**config.mk**
```make
export PLATFORM = sky130hd
export DESIGN_NAME = circular_fifo_with_search
export DESIGN_NICKNAME = d
export VERILOG_FILES = /design/src/sv/cfs_pkg.sv /design/src/sv/cfs_ram.sv /design/src/sv/cfs_ctrl.sv /design/src/sv/cfs_dp.sv /design/src/sv/circular_fifo_with_search.sv
export SDC_FILE = /design/constraint.sdc
export NUM_CORES = 1
export LEC_CHECK = 0
export BUFFER_PORTS_ARGS = -buffer_cell sky130_fd_sc_hd__buf_4
export CAP_MARGIN = 20
export CELL_PAD_IN_SITES_DETAIL_PLACEMENT = 1
export CELL_PAD_IN_SITES_GLOBAL_PLACEMENT = 2
export CORE_MARGIN = 4
export CORE_UTILIZATION = 40
export CTS_CLUSTER_DIAMETER = 60
export DETAILED_ROUTE_END_ITERATION = 8
export HOLD_SLACK_MARGIN = 0.02
export PLACE_DENSITY = 0.79
export RECOVER_POWER = 25
export SLEW_MARGIN = 0
export SYNTH_ARGS = -nofsm -noshare
export SYNTH_HDL_FRONTEND = slang
export SYNTH_SLANG_ARGS = --single-unit
```
**constraint.sdc**
```tcl
create_clock -name i_clk -period 8.5 [get_ports i_clk]
set_clock_uncertainty 0.05 [all_clocks]
set_input_delay 0 -clock i_clk [delete_from_list [all_inputs] [get_ports i_clk]]
set_output_delay 0 -clock i_clk [all_outputs]
set_load 0.005 [all_outputs]
```
**src/sv/cfs_pkg.sv**
```systemverilog
// Package for the circular FIFO with search: field widths, command and
// status codes, controller states and the controller/datapath interface.
// No dependencies.
`default_nettype none

package cfs_pkg;

    localparam int DATA_W    = 32;
    localparam int CNT_W     = 5;
    localparam int SLOT_W    = 4;
    localparam int DEPTH_DEF = 16;
    localparam int CAP_RESET = 16;

    typedef enum logic [1:0] {
        CMD_PUSH   = 2'd0,
        CMD_POP    = 2'd1,
        CMD_SEARCH = 2'd2,
        CMD_STATUS = 2'd3
    } t_cmd;

    typedef enum logic [1:0] {
        ST_OK        = 2'd0,
        ST_FULL      = 2'd1,
        ST_EMPTY     = 2'd2,
        ST_NOT_FOUND = 2'd3
    } t_status;

    typedef enum logic [1:0] {
        S_IDLE,
        S_POP_FIX,
        S_SCAN
    } t_state;

    typedef enum logic [1:0] {
        DSEL_ZERO,
        DSEL_ONES,
        DSEL_FRONT
    } t_dsel;

    typedef struct packed {
        logic    push;
        logic    pop;
        logic    scan_start;
        logic    scan_next;
        logic    front_load;
        logic    res_load;
        t_status res_status;
        t_dsel   res_dsel;
        logic    res_found;
    } t_dp_cmd;

    typedef struct packed {
        logic empty;
        logic full;
        logic match;
        logic last;
    } t_dp_stat;

endpackage

`default_nettype wire

```
**src/sv/cfs_ram.sv**
```systemverilog
// Generic single-write, single-read RAM with a registered read port.
// No dependencies.
`default_nettype none

module cfs_ram #(
    parameter int WIDTH = 32,
    parameter int DEPTH = 16
) (
    input  wire logic                     i_clk,
    input  wire logic                     i_we,
    input  wire logic [$clog2(DEPTH)-1:0] i_waddr,
    input  wire logic [WIDTH-1:0]         i_wdata,
    input  wire logic                     i_re,
    input  wire logic [$clog2(DEPTH)-1:0] i_raddr,
    output logic      [WIDTH-1:0]         o_rdata
);

    logic [WIDTH-1:0] r_mem [DEPTH];

    always_ff @(posedge i_clk) begin
        if (i_we) begin
            r_mem[i_waddr] <= i_wdata;
        end
        if (i_re) begin
            o_rdata <= r_mem[i_raddr];
        end
    end

endmodule

`default_nettype wire

```
**src/sv/cfs_ctrl.sv**
```systemverilog
// Controller of the circular FIFO with search: command state machine.
// Depends on cfs_pkg.
`default_nettype none

module cfs_ctrl import cfs_pkg::*; (
    input  wire logic     i_clk,
    input  wire logic     i_rst_n,
    input  wire logic     start,
    input  wire logic [1:0] i_cmd,
    input  wire t_dp_stat i_stat,
    output logic          busy,
    output t_dp_cmd       o_dp_cmd
);

    t_state r_state;
    t_state n_state;
    logic   accept;
    t_cmd   cmd;

    assign busy   = (r_state != S_IDLE);
    assign accept = start && !busy;
    assign cmd    = t_cmd'(i_cmd);

    always_ff @(posedge i_clk) begin
        if (!i_rst_n) begin
            r_state <= S_IDLE;
        end else begin
            r_state <= n_state;
        end
    end

    always_comb begin
        n_state = r_state;
        case (r_state)
            S_IDLE: begin
                if (accept && !i_stat.empty) begin
                    if (cmd == CMD_POP) begin
                        n_state = S_POP_FIX;
                    end else if (cmd == CMD_SEARCH) begin
                        n_state = S_SCAN;
                    end
                end
            end
            S_POP_FIX: n_state = S_IDLE;
            S_SCAN: begin
                if (i_stat.match || i_stat.last) begin
                    n_state = S_IDLE;
                end
            end
            default: n_state = S_IDLE;
        endcase
    end

    always_comb begin
        o_dp_cmd            = '0;
        o_dp_cmd.res_status = ST_OK;
        o_dp_cmd.res_dsel   = DSEL_ZERO;
        case (r_state)
            S_IDLE: begin
                if (accept) begin
                    case (cmd)
                        CMD_PUSH: begin
                            o_dp_cmd.push       = !i_stat.full;
                            o_dp_cmd.res_load   = 1'b1;
                            o_dp_cmd.res_status = i_stat.full ? ST_FULL : ST_OK;
                        end
                        CMD_POP: begin
                            o_dp_cmd.pop = !i_stat.empty;
                            if (i_stat.empty) begin
                                o_dp_cmd.res_load   = 1'b1;
                                o_dp_cmd.res_status = ST_EMPTY;
                                o_dp_cmd.res_dsel   = DSEL_ONES;
                            end
                        end
                        CMD_SEARCH: begin
                            o_dp_cmd.scan_start = !i_stat.empty;
                            if (i_stat.empty) begin
                                o_dp_cmd.res_load   = 1'b1;
                                o_dp_cmd.res_status = ST_EMPTY;
                            end
                        end
                        default: begin
                            o_dp_cmd.res_load = 1'b1;
                        end
                    endcase
                end
            end
            S_POP_FIX: begin
                // The popped word is still in the front register this cycle.
                o_dp_cmd.front_load = 1'b1;
                o_dp_cmd.res_load   = 1'b1;
                o_dp_cmd.res_dsel   = DSEL_FRONT;
            end
            S_SCAN: begin
                if (i_stat.match) begin
                    o_dp_cmd.res_load  = 1'b1;
                    o_dp_cmd.res_found = 1'b1;
                end else if (i_stat.last) begin
                    o_dp_cmd.res_load   = 1'b1;
                    o_dp_cmd.res_status = ST_NOT_FOUND;
                end else begin
                    o_dp_cmd.scan_next = 1'b1;
                end
            end
            default: ;
        endcase
    end

endmodule

`default_nettype wire

```
**src/sv/cfs_dp.sv**
```systemverilog
// Datapath of the circular FIFO with search: pointers, count, capacity,
// front/rear shadows, scan registers, result registers and the slot RAM.
// Depends on cfs_pkg and cfs_ram.
`default_nettype none

module cfs_dp import cfs_pkg::*; #(
    parameter int DEPTH = DEPTH_DEF
) (
    input  wire logic                     i_clk,
    input  wire logic                     i_rst_n,
    input  wire logic                     i_cfg_we,
    input  wire logic        [CNT_W-1:0]  i_cfg_wdata,
    input  wire logic        [DATA_W-1:0] i_value,
    input  wire t_dp_cmd                  i_dp_cmd,
    output t_dp_stat                      o_stat,
    output logic                          o_done,
    output logic             [1:0]        o_status,
    output logic signed      [DATA_W-1:0] o_data_out,
    output logic             [SLOT_W-1:0] o_found_slot,
    output logic signed      [DATA_W-1:0] o_front_value,
    output logic signed      [DATA_W-1:0] o_rear_value,
    output logic             [CNT_W-1:0]  o_occupancy,
    output logic                          o_is_empty,
    output logic                          o_is_full
);

    localparam int PTR_W   = $clog2(DEPTH);
    localparam int CMP_W   = ((PTR_W > CNT_W) ? PTR_W : CNT_W) + 1;
    localparam int CAP_MAX = (DEPTH < 31) ? DEPTH : 31;
    localparam int CAP_RST = (DEPTH < CAP_RESET) ? DEPTH : CAP_RESET;
    localparam logic [CNT_W-1:0] CAP_LIM  = CNT_W'(CAP_MAX);
    localparam logic [CNT_W-1:0] CAP_INIT = CNT_W'(CAP_RST);

    logic [PTR_W-1:0]  r_head, n_head;
    logic [PTR_W-1:0]  r_tail, n_tail;
    logic [CNT_W-1:0]  r_count, n_count;
    logic [CNT_W-1:0]  r_cap, n_cap;
    logic [DATA_W-1:0] r_front;
    logic [DATA_W-1:0] r_rear;
    logic [PTR_W-1:0]  r_scan_ptr;
    logic [CNT_W-1:0]  r_scan_left;
    logic [DATA_W-1:0] r_key;
    logic [1:0]        r_status;
    logic [DATA_W-1:0] r_data;
    logic [SLOT_W-1:0] r_slot;
    logic              r_done;

    logic [PTR_W-1:0]  push_pos;
    logic [PTR_W-1:0]  head_next;
    logic [PTR_W-1:0]  scan_next;
    logic [PTR_W-1:0]  rd_addr;
    logic              rd_en;
    logic [DATA_W-1:0] rd_data;
    logic [PTR_W+SLOT_W-1:0] scan_ext;

    function automatic logic [PTR_W-1:0] f_next_ptr(
        input logic [PTR_W-1:0] p,
        input logic [CNT_W-1:0] cap
    );
        logic [CMP_W-1:0] p1;
        p1 = CMP_W'(p) + CMP_W'(1);
        return (p1 >= CMP_W'(cap)) ? '0 : p1[PTR_W-1:0];
    endfunction

    function automatic logic [CNT_W-1:0] f_clamp_cap(input logic [CNT_W-1:0] v);
        logic [CNT_W-1:0] c;
        c = v;
        if (v == '0) begin
            c = CNT_W'(1);
        end else if (v > CAP_LIM) begin
            c = CAP_LIM;
        end
        return c;
    endfunction

    assign o_stat.empty = (r_count == '0);
    assign o_stat.full  = (r_count == r_cap);
    assign o_stat.match = (rd_data == r_key);
    assign o_stat.last  = (r_scan_left == CNT_W'(1));

    assign head_next = f_next_ptr(r_head, r_cap);
    assign scan_next = f_next_ptr(r_scan_ptr, r_cap);
    // An empty FIFO refills from the head slot so the tail never goes stale.
    assign push_pos  = (r_count == '0) ? r_head : f_next_ptr(r_tail, r_cap);

    always_comb begin
        if (i_dp_cmd.pop) begin
            rd_addr = head_next;
        end else if (i_dp_cmd.scan_start) begin
            rd_addr = r_head;
        end else begin
            rd_addr = scan_next;
        end
    end
    assign rd_en = i_dp_cmd.pop || i_dp_cmd.scan_start || i_dp_cmd.scan_next;

    cfs_ram #(
        .WIDTH (DATA_W),
        .DEPTH (DEPTH)
    ) u_ram (
        .i_clk   (i_clk),
        .i_we    (i_dp_cmd.push),
        .i_waddr (push_pos),
        .i_wdata (i_value),
        .i_re    (rd_en),
        .i_raddr (rd_addr),
        .o_rdata (rd_data)
    );

    always_comb begin
        n_head  = r_head;
        n_tail  = r_tail;
        n_count = r_count;
        n_cap   = r_cap;
        if (i_cfg_we) begin
            n_cap   = f_clamp_cap(i_cfg_wdata);
            n_head  = '0;
            n_tail  = '0;
            n_count = '0;
        end else if (i_dp_cmd.push) begin
            n_tail  = push_pos;
            n_count = r_count + CNT_W'(1);
        end else if (i_dp_cmd.pop) begin
            n_head  = head_next;
            n_count = r_count - CNT_W'(1);
        end
    end

    always_ff @(posedge i_clk) begin
        if (!i_rst_n) begin
            r_head  <= '0;
            r_tail  <= '0;
            r_count <= '0;
            r_cap   <= CAP_INIT;
            r_done  <= 1'b0;
        end else begin
            r_head  <= n_head;
            r_tail  <= n_tail;
            r_count <= n_count;
            r_cap   <= n_cap;
            r_done  <= i_dp_cmd.res_load;
        end
    end

    assign scan_ext = {{SLOT_W{1'b0}}, r_scan_ptr};

    always_ff @(posedge i_clk) begin
        if (i_dp_cmd.push) begin
            r_rear <= i_value;
            if (r_count == '0) begin
                r_front <= i_value;
            end
        end
        if (i_dp_cmd.front_load) begin
            r_front <= rd_data;
        end
        if (i_dp_cmd.scan_start) begin
            r_scan_ptr  <= r_head;
            r_scan_left <= r_count;
            r_key       <= i_value;
        end else if (i_dp_cmd.scan_next) begin
            r_scan_ptr  <= scan_next;
            r_scan_left <= r_scan_left - CNT_W'(1);
        end
        if (i_dp_cmd.res_load) begin
            r_status <= i_dp_cmd.res_status;
            r_slot   <= i_dp_cmd.res_found ? scan_ext[SLOT_W-1:0] : '0;
            case (i_dp_cmd.res_dsel)
                DSEL_ONES:  r_data <= '1;
                DSEL_FRONT: r_data <= r_front;
                default:    r_data <= '0;
            endcase
        end
    end

    assign o_done        = r_done;
    assign o_status      = r_status;
    assign o_data_out    = r_data;
    assign o_found_slot  = r_slot;
    assign o_front_value = o_stat.empty ? '1 : r_front;
    assign o_rear_value  = o_stat.empty ? '1 : r_rear;
    assign o_occupancy   = r_count;
    assign o_is_empty    = o_stat.empty;
    assign o_is_full     = o_stat.full;

endmodule

`default_nettype wire

```
**src/sv/circular_fifo_with_search.sv**
```systemverilog
// Top level of the circular FIFO with search.
// Depends on cfs_pkg, cfs_ctrl and cfs_dp (which holds cfs_ram).
//
// Usage:
// A command (i_cmd, i_value) transfers at a rising edge with start high and
// busy low. Exactly one result per command appears for one cycle with o_done
// high; the receiver cannot stall it. The result carries status, popped word,
// found slot, and the front/rear words, occupancy and empty/full flags taken
// after the command.
// Command flow:
//   push and status-only: result in the cycle after the transfer, and a new
//     command may transfer in that same cycle, so one command per cycle;
//   pop of a held word: a pass through S_POP_FIX loads the new front word
//     through the slot RAM's registered read port;
//   search of a non-empty FIFO: one slot compared per cycle until a match
//     or the last held slot, through the single RAM read port;
//   pop or search of an empty FIFO: result in the cycle after the transfer.
// The capacity register (i_cfg_we, i_cfg_wdata) may be written only while
// busy is low and no result is pending; a write empties the FIFO. A capacity
// of 0 acts as 1 and one above DEPTH acts as DEPTH.
// Reset empties the FIFO and sets the capacity to 16 (or DEPTH if smaller).
// There is no clearing pass; a slot never written is never shown at an output.
`default_nettype none

module circular_fifo_with_search import cfs_pkg::*; #(
    parameter int DEPTH = DEPTH_DEF
) (
    input  wire logic                     i_clk,
    input  wire logic                     i_rst_n,
    input  wire logic                     i_cfg_we,
    input  wire logic        [CNT_W-1:0]  i_cfg_wdata,
    input  wire logic                     start,
    output logic                          busy,
    input  wire logic        [1:0]        i_cmd,
    input  wire logic signed [DATA_W-1:0] i_value,
    output logic                          o_done,
    output logic             [1:0]        o_status,
    output logic signed      [DATA_W-1:0] o_data_out,
    output logic             [SLOT_W-1:0] o_found_slot,
    output logic signed      [DATA_W-1:0] o_front_value,
    output logic signed      [DATA_W-1:0] o_rear_value,
    output logic             [CNT_W-1:0]  o_occupancy,
    output logic                          o_is_empty,
    output logic                          o_is_full
);

    t_dp_cmd  dp_cmd;
    t_dp_stat dp_stat;

    cfs_ctrl u_ctrl (
        .i_clk    (i_clk),
        .i_rst_n  (i_rst_n),
        .start    (start),
        .i_cmd    (i_cmd),
        .i_stat   (dp_stat),
        .busy     (busy),
        .o_dp_cmd (dp_cmd)
    );

    cfs_dp #(
        .DEPTH (DEPTH)
    ) u_dp (
        .i_clk         (i_clk),
        .i_rst_n       (i_rst_n),
        .i_cfg_we      (i_cfg_we),
        .i_cfg_wdata   (i_cfg_wdata),
        .i_value       (i_value),
        .i_dp_cmd      (dp_cmd),
        .o_stat        (dp_stat),
        .o_done        (o_done),
        .o_status      (o_status),
        .o_data_out    (o_data_out),
        .o_found_slot  (o_found_slot),
        .o_front_value (o_front_value),
        .o_rear_value  (o_rear_value),
        .o_occupancy   (o_occupancy),
        .o_is_empty    (o_is_empty),
        .o_is_full     (o_is_full)
    );

    // Capacity is at least one, so the FIFO is never both empty and full.
    a_not_empty_and_full: assert property (@(posedge i_clk) disable iff (!i_rst_n)
        !(o_is_empty && o_is_full))
        else $error("FIFO reports empty and full at once");

    // A result is only presented once the controller is back to idle.
    a_done_not_busy: assert property (@(posedge i_clk) disable iff (!i_rst_n)
        o_done |-> !busy)
        else $error("result strobe while a command is still in progress");

    // An accepted push into a FIFO with room grows the occupancy by one.
    a_push_count: assert property (@(posedge i_clk) disable iff (!i_rst_n)
        (start && !busy && (i_cmd == CMD_PUSH) && !o_is_full && !i_cfg_we)
        |=> (o_occupancy == CNT_W'($past(o_occupancy) + CNT_W'(1))))
        else $error("push did not raise the occupancy by one");

endmodule

`default_nettype wire
```
==> results_dict.tcl <==
set metrics [dict create \
    synth_nets 2022 \
    regArea_mm2 0.0211 \
    initial_core_util_pct 40.6 \
    gp_congestion 0.789 \
    finalHoldViolCount 0 \
    gr-total-overflow 0 \
    synth_edf_count 687 \
    coreArea_mm2 0.0721 \
    grt_start_max_net_pins 145 \
    status "complete, no violations" \
    combPwrFrac_pct 8.1 \
    synth_top_family_by_area "compound AO/OA/AOI/OAI gates" \
    ant_nets 0 \
    seqPwrFrac_pct 50.8 \
    fmax_mhz 190 \
    worst_ep_required_time_ps 8910 \
    ys_seq_area_share_pct 71.8 \
    final_cell_mix "edfxtp_1 (687), nand2_1 (250), buf_4 (166)" \
    dp_hpwl_um 47700 \
    num_vias 17900 \
    muxShareOfSynthArea_pct 5.03 \
    cts_sinks 708 \
    worst_pin_slew_ps 1140 \
    multi_input_comb_area_mm2 0.00763 \
    yosys.cell_types.count 65 \
    rr_endpoint "u_dp.u_ram.o_rdata[7]" \
    leakagePower_uw 0.0119 \
    powerDensity_mw_per_mm2 224 \
    clk_latency_ps 620 \
    setup_tns_ps 0 \
    r2r_start "u_dp.o_occupancy[1]" \
    fillerInstances 7059 \
    via_per_inst 5.68 \
    layout.nets 2225 \
    drive_gt1_share_pct 20.3 \
    firstDrtPassIters 5 \
    rsz0062_at_grt "no" \
    path_clk_slew_ps 60 \
    hold_slack_ps 70.4 \
    crit_path_start_kind "register" \
    p_clk_share_pct 41.1 \
    io_pins 154 \
    reg2reg_depth 11 \
    worst_setup_path_end_kind "register" \
    layout_commonest_cell "edfxtp_1" \
    synthArstFlopShare_pct 0 \
    synthTopCellsByArea "edfxtp_1 (70%), mux2_2 (4.8%), a211oi_1 (3.5%)" \
    fin_crit_sh_pct 62.0 \
    p_switching_uw 1770 \
    routedWlPerCell_um 26.4 \
    synthAdderAreaFrac_pct 1.22 \
    syn_inst 1951 \
    num_rows 98 \
    dieArea_mm2 0.0776 \
    root_buffer "clkbuf_16" \
    syn_area_mm2 0.0293 \
    synth_seq_cells 708 \
    worst-setup-path-type "register to register" \
    grt_pass1_wl_um 123000 \
    synth-xor-area-share_pct 1.49 \
    design_area_mm2 0.0345 \
    synth_compound_area_share_pct 10.0 \
    fin_crit_ps 5270 \
    yosys_warnings 0 \
    die_h_um 279 \
    reg2reg_slack_ps 3230 \
    finalWirelength_um 83300 \
    p_int_uw 5950 \
    swShare_pct 22.9 \
    startpoint "u_dp.o_occupancy[1]" \
    die_w_um 279 \
    port_buffers 153 \
    antenna_found_initial 1 \
    cts_tree "done" \
    hold_path_class "input pin to register" \
    first_iter_violations 1696 \
    numPlacedInstances 2975 \
    drc 0 \
    cts_resized 0 \
    finalMaxSlewViolations 0 \
    setup_viol 0 \
    arrival_ps 5670 \
    clock_path_buffers 3 \
    avgSynthCellArea_um2 15.0 \
    first_global_vias 19100 \
    numCtsBuffers 77 \
    ir_drop_mv 0.138 \
    syn_to_final_growth_pct 17.6 \
    synth_top_area_share_pct 70.4 \
    relSlewSlack_pct 24.0 \
    netlist.top_cell.by_area "edfxtp_1" \
    place_area_mm2 0.0317 \
    grt_usage_pct 20.9 \
    synth-simple-area-share_pct 7.46 \
    yosys_most_used_dff "edfxtp_1" \
    fin_cells 3158 \
    maxCapViolations 0 \
    endpoint "u_dp.u_ram.o_rdata[7]" \
    crit_fanout 68 \
    cts-htree-levels 3 \
]
## worst min-delay path by stage
stage | start | to | slack [ps] | cells past startpoint
detailed placement | i_rst_n | u_dp.r_cap[4] | 210 | 2
CTS | start | u_dp.o_status[1] | 40 | 3
global route | start | u_dp.o_status[1] | 60 | 3
finish | start | u_dp.o_status[1] | 70 | 3
global placement | i_rst_n | u_dp.r_cap[4] | 210 | 2
floorplan | i_rst_n | u_dp.r_cap[4] | 30 | 1
## registers in the layout, indices dropped and copies added, names as in the netlist
name,cells
u_ctrl.r_state,2
u_dp.o_data_out,32
u_dp.o_done,1
u_dp.o_found_slot,4
u_dp.o_occupancy,5
u_dp.o_status,2
u_dp.r_cap,5
u_dp.r_front,32
u_dp.r_head,4
u_dp.r_key,32
u_dp.r_rear,32
u_dp.r_scan_left,5
u_dp.r_scan_ptr,4
u_dp.r_tail,4
u_dp.u_ram.o_rdata,32
u_dp.u_ram.r_mem,512
## cells by family (layout without fill, tap and decap cells)
family | after synthesis | after routing
multiplexers | 131 | 131
XOR/XNOR | 50 | 50
AND/OR/NAND/NOR | 455 | 455
buffers and inverters | 207 | 463
flip-flops | 708 | 708
adder cells (fa/ha/maj) | 28 | 28
other | 0 | 1
AO/OA/AOI/OAI | 372 | 372
## metal layers
| metal | track usage [%] | routed length (µm) |
|---|---|---|
| met5 | 0 | 0 |
| met2 | 35.9 | 41300 |
| met3 | 3.92 | 4920 |
| met4 | 6.02 | 2230 |
| met1 | 27.3 | 34900 |
## power by group through the flow
stage	logic, µW	registers [µW]	clock network (µW)
2_1_floorplan	335	3990	0
3_3_place_gp	588	3990	0
3_5_place_dp	611	4000	0
4_1_cts	631	3920	3240
5_1_grt	678	3930	3380
6_report	624	3920	3180
## stage by stage
step	setup slack, ps	total power [µW]	util (%)
after floorplan	2590	4330	-
after global placement	3540	4580	43.9
after detailed placement	3310	4610	43.9
after CTS	3300	7790	47.9
after global routing	3030	7990	47.8
final	3230	7730	47.8
## timing repair
action | CTS | global route
endpoints found under the setup margin | 0 | 0
hold endpoints to repair | 618 | 0
hold buffers | 48 | 0
setup buffers | 0 | 0
## synthesized netlist by cell type (all sizes together) (2+ instances only)
cell type	count
a311o	62
a21o	41
xor2	8
a21oi	11
dfxtp	21
a21boi	2
mux2i	4
o21ai	23
o211a	2
nor3b	4
a2111oi	2
clkinv	2
nor3	3
a32o	2
nand2b	70
a211o	3
mux2	127
o211ai	8
nor4	22
edfxtp	687
xnor2	42
a211oi	139
nor2	23
inv	84
a311oi	3
nand4	39
and2	9
buf	41
nand3	11
a22oi	62
or2	3
a22o	2
nand2	251
nor2b	4
o21a	5
ha	27
clkbuf	80
and3	9
or4	3
## critical path, stage by stage (launching register included)
cell      delay, ps
dfxtp_1         420
or4_4           600
o211ai_4        390
inv_2            40
buf_4           320
a21oi_4         220
buf_4           750
a21o_4          760
buf_4           740
a211oi_1        200
a311o_1         380
nand4_1         100
## final cells by class
| cell class | count | share of cell area, % |
|---|---|---|
| Tap cell | 950 | 3.45 |
| Multi-Input combinational cell | 1036 | 22.1 |
| Clock inverter | 37 | 1.03 |
| Timing Repair Buffer | 245 | 5.55 |
| Clock buffer | 95 | 5.79 |
| Antenna cell | 1 | 0.00726 |
| Inverter | 86 | 0.937 |
| Sequential cell | 708 | 61.1 |
Note: power is estimated with default switching activity, not from simulation.
